`config.mk`:
```
export PLATFORM = sky130hd
export DESIGN_NAME = wsrt_ctrl
export DESIGN_NICKNAME = d
export VERILOG_FILES = /design/src/sv/wsrt_pkg.sv /design/src/sv/wsrt_ctrl.sv
export SDC_FILE = /design/constraint.sdc
export NUM_CORES = 1
export LEC_CHECK = 0
export ABC_AREA = 1
export BUFFER_PORTS_ARGS = -buffer_cell sky130_fd_sc_hd__buf_2
export CORE_UTILIZATION = 39
export DETAILED_ROUTE_END_ITERATION = 8
export PLACE_DENSITY_LB_ADDON = 0.05
export REMOVE_ABC_BUFFERS = 1
export SYNTH_ARGS = -nofsm -noshare
export SYNTH_HDL_FRONTEND = slang
export SYNTH_SLANG_ARGS = --single-unit
```
`constraint.sdc`:
```
create_clock -name clk -period 1.2 [get_ports clk]
set_clock_uncertainty 0.15 [all_clocks]
set_input_delay 0.12 -clock clk [delete_from_list [all_inputs] [get_ports clk]]
set_output_delay 0.12 -clock clk [all_outputs]
set_load 0.02 [all_outputs]
```
`src/sv/wsrt_pkg.sv`:
```
`default_nettype none
package wsrt_pkg;

    localparam int MAX_SITES_DEF  = 64;
    localparam int INDEX_BITS_DEF = 24;

    localparam int SITE_IDX_W = 24;
    localparam int RATE_W     = 32;
    localparam int MULT_W     = 16;
    localparam int PROD_W     = RATE_W + MULT_W;
    localparam int SUM_W      = 54;
    localparam int POS_W      = 6;
    localparam int COUNT_W    = 7;

    localparam logic [SUM_W-1:0] SUM_MAX = {SUM_W{1'b1}};

    typedef enum logic [1:0] {
        ACT_ADD,
        ACT_REMOVE,
        ACT_REBUILD,
        ACT_NONE
    } action_t;

    typedef enum logic [1:0] {
        ST_OK,
        ST_FULL,
        ST_NOT_FOUND
    } status_t;

    typedef enum logic [3:0] {
        S_IDLE,
        S_ADD_MUL,
        S_ADD_ACC,
        S_SEARCH,
        S_REM_SUB,
        S_REM_MOVE,
        S_RB_RD,
        S_RB_MUL,
        S_RB_ACC,
        S_RESP
    } state_t;

    // Controller to datapath
    typedef struct packed {
        logic    latch_in;       // capture the input transaction, restart the walk
        logic    rd_issue;       // read entry at walk pointer and advance it
        logic    rd_tail;        // read the last entry
        logic    mul_load;       // register rate * multiplicity
        logic    mul_from_input; // multiplier operands from the latched input
        logic    found_load;     // remember the matching slot
        logic    ram_wr_add;     // append the latched site
        logic    ram_wr_move;    // move the tail entry into the found slot
        logic    total_add;
        logic    total_sub;
        logic    count_inc;
        logic    count_dec;
        logic    set_code;
        status_t code;
        logic    load_resp;      // single result with last set
        logic    load_entry;     // one cumulative entry of a rebuild
    } cmd_t;

    // Datapath to controller
    typedef struct packed {
        logic full;
        logic empty;
        logic hit;
        logic cmp_vld;
        logic walk_done;
        logic out_free;
    } sts_t;

    function automatic logic [SUM_W-1:0] sat_add(input logic [SUM_W-1:0] a,
                                                 input logic [PROD_W-1:0] b);
        logic [SUM_W:0] s;
        s = {1'b0, a} + (SUM_W+1)'(b);
        return s[SUM_W] ? SUM_MAX : s[SUM_W-1:0];
    endfunction

endpackage
`default_nettype wire

```
`src/sv/wsrt_ctrl.sv`:
```
`default_nettype none
module wsrt_ctrl (
    input  wire logic              clk,
    input  wire logic              rst_n,
    input  wire logic              in_valid,
    input  wire wsrt_pkg::action_t action,
    input  wire wsrt_pkg::sts_t    sts,
    output logic                   in_ready,
    output wsrt_pkg::cmd_t         cmd
);
    import wsrt_pkg::*;

    state_t state_reg;
    state_t state_next;
    logic   accept;

    assign in_ready = (state_reg == S_IDLE);
    assign accept   = in_valid && in_ready;

    always_ff @(posedge clk or negedge rst_n)
    begin
        if (!rst_n)
        begin
            state_reg <= S_IDLE;
        end
        else
        begin
            state_reg <= state_next;
        end
    end

    always_comb
    begin
        state_next = state_reg;
        unique case (state_reg)
            S_IDLE:
            begin
                if (accept)
                begin
                    unique case (action)
                        ACT_ADD:     state_next = sts.full ? S_RESP : S_ADD_MUL;
                        ACT_REMOVE:  state_next = sts.empty ? S_RESP : S_SEARCH;
                        ACT_REBUILD: state_next = sts.empty ? S_RESP : S_RB_RD;
                        default:     state_next = S_RESP;
                    endcase
                end
            end
            S_ADD_MUL:  state_next = S_ADD_ACC;
            S_ADD_ACC:  state_next = S_RESP;
            S_SEARCH:
            begin
                if (sts.hit)
                begin
                    state_next = S_REM_SUB;
                end
                else if (sts.walk_done && !sts.cmp_vld)
                begin
                    state_next = S_RESP;
                end
            end
            S_REM_SUB:  state_next = S_REM_MOVE;
            S_REM_MOVE: state_next = S_RESP;
            S_RB_RD:    state_next = S_RB_MUL;
            S_RB_MUL:   state_next = S_RB_ACC;
            S_RB_ACC:
            begin
                if (sts.out_free)
                begin
                    state_next = sts.walk_done ? S_IDLE : S_RB_RD;
                end
            end
            S_RESP:
            begin
                if (sts.out_free)
                begin
                    state_next = S_IDLE;
                end
            end
            default:    state_next = S_IDLE;
        endcase
    end

    always_comb
    begin
        cmd      = '0;
        cmd.code = ST_OK;
        unique case (state_reg)
            S_IDLE:
            begin
                if (accept)
                begin
                    cmd.latch_in = 1'b1;
                    cmd.set_code = 1'b1;
                    if (action == ACT_ADD && sts.full)
                    begin
                        cmd.code = ST_FULL;
                    end
                    else if (action == ACT_REMOVE && sts.empty)
                    begin
                        cmd.code = ST_NOT_FOUND;
                    end
                end
            end
            S_ADD_MUL:
            begin
                cmd.mul_load       = 1'b1;
                cmd.mul_from_input = 1'b1;
                cmd.ram_wr_add     = 1'b1;
            end
            S_ADD_ACC:
            begin
                cmd.total_add = 1'b1;
                cmd.count_inc = 1'b1;
            end
            S_SEARCH:
            begin
                cmd.rd_issue = 1'b1;
                if (sts.hit)
                begin
                    cmd.mul_load   = 1'b1;
                    cmd.found_load = 1'b1;
                end
                else if (sts.walk_done && !sts.cmp_vld)
                begin
                    cmd.set_code = 1'b1;
                    cmd.code     = ST_NOT_FOUND;
                end
            end
            S_REM_SUB:
            begin
                cmd.total_sub = 1'b1;
                cmd.rd_tail   = 1'b1;
            end
            S_REM_MOVE:
            begin
                cmd.ram_wr_move = 1'b1;
                cmd.count_dec   = 1'b1;
            end
            S_RB_RD:    cmd.rd_issue = 1'b1;
            S_RB_MUL:   cmd.mul_load = 1'b1;
            S_RB_ACC:   cmd.load_entry = sts.out_free;
            S_RESP:     cmd.load_resp = sts.out_free;
            default:
            begin
            end
        endcase
    end

endmodule
`default_nettype wire

```
==> metrics.yaml, run 1 <==
critical_path:
  crit_chain: "buf_6, nor2_4, nand2_1, o21ai_0, buf_2"
  crit_type: "flop to output pin"
  slowest_delay_ns: 0.44
  worst_setup_path_end_kind: "output pin"
  cp_top_family: "flip-flops"
  crit_fanout: 5
  rr_startpoint: "state_reg[3]$_DFFE_PN0P_"
  r2r_slack_ns: -0.30
  crit_arrival_ns: 1.35
  critPathBufInv: 2
  cp.required_ns: 0.93
  r2r_cells: 11
  slowest_stage: "dfrtp_2"
  timing.rr.end: "state_reg[3]$_DFFE_PN0P_"
  critical_path.startpoint_type: "flop"
placement:
  dpl-instance-area_um2: 768
  dp_slack_ns: -0.212
  place_congestion: 0.817
  dp_hpwl_um: 1160
  portBuffers: 28
route:
  dr.pass1.iters: 4
  via_per_inst: 4.71
  routed_wl_um: 1920
  drt_iter0_drc: 9
  antenna_left: 0
  drc_errors: 0
  wire_per_inst_um: 12.0
  vias: 759
worst_hold_path:
  hold_path_class: "primary input to async pin"
pwr:
  p_total_mw: 2.88
  p_per_area_mw_per_mm2: 2590
  vdd_ir_drop_max_v: 0.00141
  p_leak_nw: 0.661
synthesis:
  yosysSeqAreaShare: 0.175
  yosysWarnings: 0
  synth.distinct_cells: 18
  synth_seq_cells: 4
  synthesis.area_um2: 571
  syn_area_per_cell_um2: 5.54
  synthCells: 103
floorplanning:
  coreArea_mm2: 0.00133
  start_util: 0.428
  die_y_um: 40.3
  row_count: 13
  die_x_um: 40.3
  io_pins: 29
  die_area_mm2: 0.00162
timing:
  fmax_ghz: 0.619
  hold_slack_ns: 0.0924
  fin_crit_sh: 1.35
  finalSetupViolCount: 22
  grt_setup_unrepaired: "true"
  relSlewSlack: 0.826
  drv_slew: 0
  worst_slew_pin_slew_ns: 0.260
  setup_ws_ns: -0.416
  period_needed_ns: 1.62
  hold_viol: 0
final_layout:
  largest_reg_flops: 4
  final_area_mm2: 0.00111
  syn_to_final_growth_pct: 94.3
  drive_above_1_share: 0.644
  finish.utilization: 0.831
  fin_nets: 159
  multi_input_area_um2: 464
  layout.area.seq_um2: 104
  fillers: 78
  diodes: 0
clock_tree:
  cts.sinks: 4
  numCtsBuffers: 3
  cts_tree: "done"
  root_buffer: "clkbuf_4"
  insertion_delay_ns: 0.24
  htree_levels: 1
  clk_pin_slew_ns: 0.04
  cts_buffer_depth: 2
global_routing:
  grt_pass1_wl_um: 2390
  grt_pass1_vias: 601
  grt_usage: 0.220
  grt.overflow.total: 0
  antenna_found_initial: 0
  grt_start_max_net_pins: 6
run_status:
  violations: "setup timing"
  status: "finished, violations left"
flow_run:
  maxCapViolCount: 0
==> area by class of cell <==
class | instances | area share
Multi-Input combinational cell | 73 | 0.419
Timing Repair Buffer | 45 | 0.368
Clock buffer | 3 | 0.0203
Inverter | 21 | 0.0824
Tap cell | 15 | 0.0169
Sequential cell | 4 | 0.0937
==> synthesized netlist by cell type <==
cell | n | share of area
nor2_1 | 17 | 0.11
nor3_1 | 1 | 0.0088
nand2_1 | 33 | 0.22
o21ai_2 | 1 | 0.015
inv_2 | 4 | 0.026
nor2_2 | 3 | 0.033
nor2_4 | 3 | 0.059
buf_4 | 4 | 0.053
inv_1 | 16 | 0.11
nand2_2 | 3 | 0.033
dfrtp_1 | 4 | 0.18
nand2_4 | 2 | 0.039
inv_4 | 1 | 0.011
o21ai_1 | 2 | 0.018
buf_6 | 1 | 0.020
nand3b_1 | 1 | 0.013
o21ai_0 | 1 | 0.0088
nand3_1 | 6 | 0.053
==> report_power, final <==
group / total [mW] / internal [mW] / leakage, nW / switching, mW
combinational: 2.40 / 1.11 / 0.600 / 1.29
sequential: 0.311 / 0.211 / 0.0474 / 0.101
clock: 0.164 / 0.112 / 0.0138 / 0.0523
==> layer usage <==
layer	wire, um	vias to the layer above	GRT usage
met3	50	5	0.0167
li1	-	388	-
met1	735	342	0.244
met2	1110	24	0.444
met5	0	-	0
met4	29	0	0.0500
==> worst reg2reg max path: cells and delay by family (launching register included) <==
kind          cells  cell delay (ns)
buf+inv           5             0.49
flops             1             0.41
simple gates      6             0.35
==> timing repair <==
| item | 4_1_cts | 5_1_grt |
|---|---|---|
| endpoints found under the hold margin | 4 | 0 |
| pin swaps | 15 | 13 |
| setup buffers | 6 | 4 |
| gates cloned | 0 | 0 |
| resized for setup | 48 | 36 |
| hold buffers | 1 | 0 |
| endpoints found under the setup margin | 22 | 22 |
==> through the flow <==
| step | std cells | TNS, ns |
|---|---|---|
| floorplan | 98 | -2.97 |
| global placement | 150 | -3.13 |
| detailed placement | 150 | -3.40 |
| CTS | 159 | -6.59 |
| global route | 161 | -8.23 |
| finish | 161 | -7.04 |
==> worst max path at each step <==
| stage | depth (start not counted) | slack [ns] | startpoint | end |
|---|---|---|---|---|
| after CTS | 6 | -0.37 | state_reg[2]$_DFFE_PN0P_ | cmd[3] |
| after detailed placement | 6 | -0.21 | state_reg[2]$_DFFE_PN0P_ | cmd[3] |
| after global placement | 9 | -0.20 | state_reg[0]$_DFFE_PN0P_ | state_reg[3]$_DFFE_PN0P_ |
| final | 5 | -0.42 | state_reg[0]$_DFFE_PN0P_ | cmd[15] |
| after floorplan | 4 | -0.56 | state_reg[2]$_DFFE_PN0P_ | cmd[14] |
| after global routing | 5 | -0.49 | state_reg[3]$_DFFE_PN0P_ | cmd[15] |
==> cells in the final DEF (no fill, tap or decap), types with 2 or more instances in the layout <==
master,instances
nand2_1,25
buf_6,20
nor2_1,11
buf_2,11
buf_4,11
inv_1,9
nor2_4,8
nand2_2,8
inv_2,8
nand2_4,5
nor2_2,4
inv_4,3
nand3_2,3
nand3_1,3
clkbuf_4,3
dfrtp_2,3
o21ai_2,2
==> logic make-up (layout without fill, tap and decap cells) <==
| family | after synthesis | in the layout | synth area share |
|---|---|---|---|
| AND/OR/NAND/NOR | 69 | 69 | 0.568 |
| buffers and inverters | 26 | 69 | 0.215 |
| AO/OA/AOI/OAI | 4 | 4 | 0.0417 |
| flip-flops | 4 | 4 | 0.175 |
(Power assumes the default switching activity.)
==> run 2, diff against run 1 <==
CORE_UTILIZATION = 44   (was 39)
clock period = 1.62 ns   (was 1.2 ns; I/O delays follow)
==> run 2 against run 1 <==
The run still ends with setup timing left. Register-to-register slack gained 0.43 ns. Via count is 4.2% lower. Hold slack improved by 0.019 ns. Clock-buffer cell count stayed put. Sequential share of layout area is 2.3 points higher. Power decreased by 39%. Die area decreased by 11%. Cell count decreased by 6.2%. Clock power down 26%. Critical path type unchanged. Critical endpoint is now cmd[3]. Largest cell class unchanged. Highest routed layer is now met3.
==> metrics.yaml, run 2 (synthesis results as in run 1) <==
run_status:
  status: "finished, violations left"
  violations: "setup timing"
final_layout:
  fillers: 88  # +13%
  layout.cells.non_filler: 151  # -6.2%
  final_cell_mix: "nand2_1 (29), nor2_1 (16), buf_2 (16), inv_1 (12), buf_4 (10)"
  drive_above_1_share: 0.518  # -0.126
  layout_commonest_cell: "nand2_1"
  fin_nets: 150  # -5.7%
  final_area_um2: 897  # -19%
  syn_to_final_growth_pct: 57.2
  largest_reg_flops: 4  # unchanged
  diodes: 0  # unchanged
placement:
  dp_slack_ns: 0.0781  # +0.290 ns
  place_inst: 140  # -6.7%
  dpl-instance-area_um2: 687  # -11%
  portBuffers: 28  # unchanged
  place_congestion: 0.796  # -2.6%
  dp_hpwl_um: 1010  # -12%
route:
  via_per_inst: 4.81  # +2.1%
  drc_errors: 0  # unchanged
  antenna_left: 0  # unchanged
  dr.pass1.iters: 4  # unchanged
  wire_per_inst_um: 11.3  # -5.6%
  vias: 727  # -4.2%
  routed_wl_um: 1700  # -11%
  drt_iter0_drc: 17  # +8
floorplanning:
  io_pins: 29  # unchanged
  start_util: 0.494  # +0.0657
  coreArea_mm2: 0.00116  # -13%
  die_area_mm2: 0.00144  # -11%
  row_count: 12  # -1
  die_y_um: 38.0  # -5.6%
  die_x_um: 38.0  # -5.6%
clock_tree:
  htree_levels: 1  # unchanged
  cts_tree: "done"
  numCtsBuffers: 3  # unchanged
  cts_buffer_depth: 2  # unchanged
  clk_pin_slew_ns: 0.04  # about the same
  root_buffer: "clkbuf_4"
  insertion_delay_ns: 0.24  # about the same
  cts.sinks: 4  # unchanged
timing:
  finalSetupViolCount: 5  # -77%
  setup_ws_ns: -0.0695  # +0.346 ns
  period_needed_ns: 1.69
  drv_slew: 0  # unchanged
  hold_viol: 0  # unchanged
  grt_setup_unrepaired: "true"
  relSlewSlack: 0.855  # +0.0294
  fin_crit_sh: 1.04
  fmax_ghz: 0.592
  worst_slew_pin_slew_ns: 0.215  # -0.0448 ns
  hold_slack_ns: 0.111  # +0.0187 ns
global_routing:
  grt_start_max_net_pins: 7  # +1
  grt_pass1_vias: 631  # +5.0%
  grt.overflow.total: 0  # unchanged
  antenna_found_initial: 0  # unchanged
  grt_usage: 0.237  # +0.0167
  grt_pass1_wl_um: 2450  # +2.3%
pwr:
  p_leak_nw: 0.597  # -9.7%
  vdd_ir_drop_max_v: 0.00123  # -12%
  p_per_area_mw_per_mm2: 1960  # -25%
worst_hold_path:
  hold_path_class: "primary input to async pin"
critical_path:
  r2r_slack_ns: 0.13  # +0.43 ns
  crit_top_cell: "nand2_4"
  crit_arrival_ns: 1.38  # +0.03 ns
  slowest_delay_ns: 0.46  # +0.02 ns
  cp.required_ns: 1.31  # +0.38 ns
  critical_path.startpoint_type: "flop"
  worst_setup_path_end_kind: "output pin"
  crit_fanout: 4  # -1
  crit_chain: "nor2_4, nand2_4, inv_4, nand2_4, o21ai_2, buf_6"
  slowest_stage: "dfrtp_2"
  crit_type: "flop to output pin"
flow_run:
  maxCapViolCount: 0  # unchanged
-- run 2: cell types whose count changed in the layout (fill, tap and decap cells not counted), sizes merged --
cell,delta
buf,-9
-- run 2: worst max-delay path: cells and delay by family (launching register included) --
family,cells,cell delay [ns]
simple gates,3,0.33
flops,1,0.46
buf+inv,2,0.19
compound gates,1,0.16
-- run 2: report_power, final --
part           total, mW  internal [mW]  switching, mW
Clock              0.122         0.0827         0.0397
Sequential         0.262          0.158          0.104
Combinational       1.37          0.570          0.800
-- run 2: stage by stage --
step	TNS [ns]	total power [mW]	utilization
after floorplan	-0.358	0.947	-
after global placement	0	1.19	0.594
after detailed placement	0	1.19	0.594
after CTS	0	1.46	0.672
after global routing	-0.476	1.89	0.776
final	-0.158	1.75	0.776
-- run 2: area by class of cell --
class / count / area, um2 / share of cell area
Sequential cell: 4 / 105 / 0.117
Inverter: 21 / 81.3 / 0.0907
Clock buffer: 3 / 22.5 / 0.0251
Multi-Input combinational cell: 73 / 404 / 0.450
Tap cell: 14 / 17.5 / 0.0195
Timing Repair Buffer: 36 / 267 / 0.297
-- run 2: path summary, 6_finish.rpt --
kind	cells after the start	from	endpoint
max in group asynchronous	2	rst_n	state_reg[2]$_DFFE_PN0P_
min reg2reg	3	state_reg[0]$_DFFE_PN0P_	state_reg[0]$_DFFE_PN0P_
min	2	rst_n	state_reg[0]$_DFFE_PN0P_
max reg2reg	9	state_reg[3]$_DFFE_PN0P_	state_reg[1]$_DFFE_PN0P_
min in group clk	4	sts[3]	state_reg[1]$_DFFE_PN0P_
max	6	state_reg[3]$_DFFE_PN0P_	cmd[3]
-- run 2: metal layers --
layer,part of all wire,vias up,wire length [um],track usage
met1,0.40,335,682,0.288
met3,0.034,0,58,0.0174
met5,0,-,0,0
li1,-,367,-,-
met4,0,0,0,0.0625
met2,0.56,25,962,0.444
-- run 2: repair_timing --
item | CTS | global route
buffers inserted | 4 | 4
pin swaps | 2 | 6
hold endpoints to repair | 4 | 0
endpoints found under the setup margin | 8 | 13
hold buffers | 1 | 0
resized for setup | 10 | 33
==> run 3, diff against run 2 <==
ABC_AREA = not set   (was 1)
SLEW_MARGIN = 20   (was not set)
==> run 3 against run 2 <==
The flow still finishes with violations (setup timing). First-iteration DRC count grew to 3.6 times the previous value. Synthesized cell count shrank 27%. Area after synthesis rose by 1.1%. Clock-buffer cell count stayed put. Maximum frequency shrank 8.7%. Combinational power increased by 17%. Via count rose by 5.6%. Global-route usage rose by 4.3 points. Clock power rose by 6%. Sequential power is 15% lower. Critical endpoint unchanged. Largest cell class unchanged.
==> metrics.yaml, run 3 <==
route:
  dr.pass1.iters: 4  # unchanged
  via_per_inst: 6.10  # +27%
  wire_per_inst_um: 17.6  # +56%
  vias: 768  # +5.6%
  drt_iter0_drc: 62  # +45
  antenna_left: 0  # unchanged
  drc_errors: 0  # unchanged
  routed_wl_um: 2220  # +30%
global_routing:
  grt_usage: 0.280  # +0.0432
  grt_pass1_vias: 662  # +4.9%
  antenna_found_initial: 0  # unchanged
  grt_start_max_net_pins: 17  # +10
  grt.overflow.total: 0  # unchanged
  grt_pass1_wl_um: 2840  # +16%
worst_hold_path:
  min_from: "sts[0]"
  hold_path_end: "state_reg[3]$_DFFE_PN0P_"
  hold_path_class: "primary input to flop"
  min_path_cells: 2
clock_tree:
  cts_tree: "done"
  cts.sinks: 4  # unchanged
  numCtsBuffers: 3  # unchanged
  clk_pin_slew_ns: 0.04  # about the same
  insertion_delay_ns: 0.24  # about the same
  htree_levels: 1  # unchanged
  cts_buffer_depth: 2  # unchanged
  root_buffer: "clkbuf_4"
final_layout:
  layout_commonest_cell: "buf_4"
  syn_to_final_growth_pct: 71.8
  fillers: 69  # -22%
  finish.utilization: 0.857  # +0.0812
  drive_above_1_share: 0.625  # +0.107
  layout.cells.non_filler: 126  # -17%
  layout.area.seq_um2: 104  # -1.2%
  final_area_um2: 991  # +10%
  fin_nets: 125  # -17%
  diodes: 0  # unchanged
  final_cell_mix: "buf_4 (21), buf_2 (11), buf_6 (11), nor2_1 (8)"
  multi_input_area_um2: 493  # +22%
  largest_reg_flops: 4  # unchanged
timing:
  relSlewSlack: 0.831  # -0.0242
  fmax_ghz: 0.540  # -8.7%
  setup_ws_ns: -0.230  # -0.161 ns
  hold_slack_ns: 0.0128  # -0.0982 ns
  fin_crit_sh: 1.14  # +0.0993
  grt_setup_unrepaired: "true"
  period_needed_ns: 1.85  # +0.161 ns
  finalSetupViolCount: 18  # +13
  drv_slew: 0  # unchanged
  hold_viol: 0  # unchanged
  worst_slew_pin_slew_ns: 0.253  # +0.0375 ns
synthesis:
  synth.most_common_cell: "nor2_1"
  synth_seq_cells: 4  # unchanged
  synthesis.area_um2: 577  # +1.1%
  yosys-top-cells-count: "nor2_1 (11), buf_4 (6), nand2b_1 (5)"
  synth_area_leaders: "dfrtp_1 (17%), buf_4 (7.8%), nor2_1 (7.2%)"
  synthCells: 75  # -27%
  ys_dominant_reg_cell: "dfrtp_1"
  yosysWarnings: 0  # unchanged
  synth_largest_area_cell: "dfrtp_1"
  syn_area_per_cell_um2: 7.69  # +39%
  async_flop_share: 1.00  # unchanged
  synth.distinct_cells: 33  # +15
  synth_top_area_share: 0.174  # -0.0436
  yosysSeqAreaShare: 0.174  # -0.00190
  synth_edf_count: 0  # unchanged
critical_path:
  critical_path.startpoint_type: "flop"
  critPathBufInv: 1  # -1
  crit_fanout: 3  # -1
  crit_arrival_ns: 1.54  # +0.16 ns
  cp.required_ns: 1.31  # about the same
  timing.rr.end: "state_reg[3]$_DFFE_PN0P_"
  slowest_stage: "dfrtp_2"
  crit_start: "state_reg[2]$_DFFE_PN0P_"
  crit_chain: "nor4_4, nand2_2, o31ai_1, buf_2"
  cp_top_family: "flip-flops"
  crit_cells: 4  # -2
  r2r_cells: 6  # -3
  slowest_delay_ns: 0.44  # -0.02 ns
  worst_setup_path_end_kind: "output pin"
  r2r_slack_ns: -0.03  # -0.16 ns
  crit_type: "flop to output pin"
  rr_startpoint: "state_reg[2]$_DFFE_PN0P_"
floorplanning:
  die_y_um: 38.2  # +0.51%
  die_area_mm2: 0.00146  # +1.0%
  io_pins: 29  # unchanged
  start_util: 0.499  # +0.00541
  coreArea_mm2: 0.00116  # unchanged
  row_count: 12  # unchanged
  die_x_um: 38.2  # +0.51%
pwr:
  switchingPower_mw: 0.954  # +1.0%
  p_leak_nw: 0.436  # -27%
  swShare: 0.489  # -0.0491
  power.share.clock: 0.066  # -0.004
  seqPwrFrac: 0.114  # -0.035
  vdd_ir_drop_max_v: 0.00110  # -11%
  intPower_mw: 0.998  # +23%
  pwr-share-comb: 0.820  # +0.039
  p_per_area_mw_per_mm2: 1970  # +0.66%
flow_run:
  maxCapViolCount: 0  # unchanged
placement:
  dpl-instance-area_um2: 716  # +4.2%
  place_inst: 114  # -19%
  place_congestion: 0.759  # -4.6%
  portBuffers: 28  # unchanged
  dp_hpwl_um: 1150  # +13%
run_status:
  status: "finished, violations left"
  violations: "setup timing"
==> run 3: changes by cell type after synthesis, moves of 4 or more <==
| cell | previous run | this run |
|---|---|---|
| nand3_1 | 6 | 0 |
| inv_1 | 16 | 2 |
| inv_2 | 4 | 0 |
| nand2b_1 | 0 | 5 |
| nand2_1 | 33 | 3 |
| nor2_1 | 17 | 11 |
==> run 3: power by group through the flow <==
| stage | combinational [mW] | clock (mW) | sequential (mW) |
|---|---|---|---|
| finish | 1.60 | 0.129 | 0.222 |
| global route | 1.68 | 0.137 | 0.225 |
| CTS | 1.41 | 0.128 | 0.209 |
| detailed placement | 1.05 | 0 | 0.225 |
| global placement | 1.05 | 0 | 0.222 |
| floorplan | 0.622 | 0 | 0.290 |
==> run 3: worst register-to-register path: cells and delay by family, from the launching register on <==
| kind | cells | cell delay, ns |
|---|---|---|
| AO/OA/AOI/OAI | 2 | 0.20 |
| buffers and inverters | 2 | 0.31 |
| flip-flops | 1 | 0.44 |
| AND/OR/NAND/NOR | 2 | 0.45 |
==> run 3: kinds of logic (layout without fill, tap and decap cells) <==
family	count (synthesis)	after routing	synth area share
AO/OA/AOI/OAI	18	18	0.226
XOR/XNOR	2	2	0.0304
buffers and inverters	12	49	0.137
flip-flops	4	4	0.174
multiplexers	1	1	0.0195
AND/OR/NAND/NOR	38	38	0.414
==> run 3: worst max path at each step <==
| stage | end | slack, ns |
|---|---|---|
| after floorplan | cmd[3] | -0.50 |
| after global placement | cmd[2] | 0.07 |
| after detailed placement | cmd[2] | 0.03 |
| after CTS | cmd[6] | -0.17 |
| after global routing | cmd[3] | -0.33 |
| final | cmd[3] | -0.23 |
==> run 3: cell type report <==
cell class | count | area share
Tap cell | 14 | 0.0177
Timing Repair Buffer | 44 | 0.350
Multi-Input combinational cell | 59 | 0.497
Sequential cell | 4 | 0.105
Inverter | 2 | 0.00758
Clock buffer | 3 | 0.0227
==> run 3: per-stage QoR <==
step	TNS [ns]	worst slack (ns)	total power [mW]
detailed placement	0	0.0329	1.28
finish	-2.11	-0.230	1.95
global placement	0	0.0712	1.27
CTS	-1.52	-0.167	1.75
global route	-2.96	-0.327	2.04
floorplan	-2.95	-0.497	0.913
==> run 3: per-layer routing <==
layer | vias up | track usage | routed length [um]
li1 | 346 | - | -
met1 | 355 | 0.361 | 844
met2 | 56 | 0.470 | 1150
met3 | 11 | 0.0349 | 161
met4 | 0 | 0.107 | 66
met5 | - | 0 | 0
==> run 3: repair_timing <==
item,in CTS,in global routing
buffers inserted,7,3
gates resized for setup,31,22
hold endpoints to repair,4,0
pin swaps,8,7
setup endpoints to repair,16,22
hold buffers,1,0
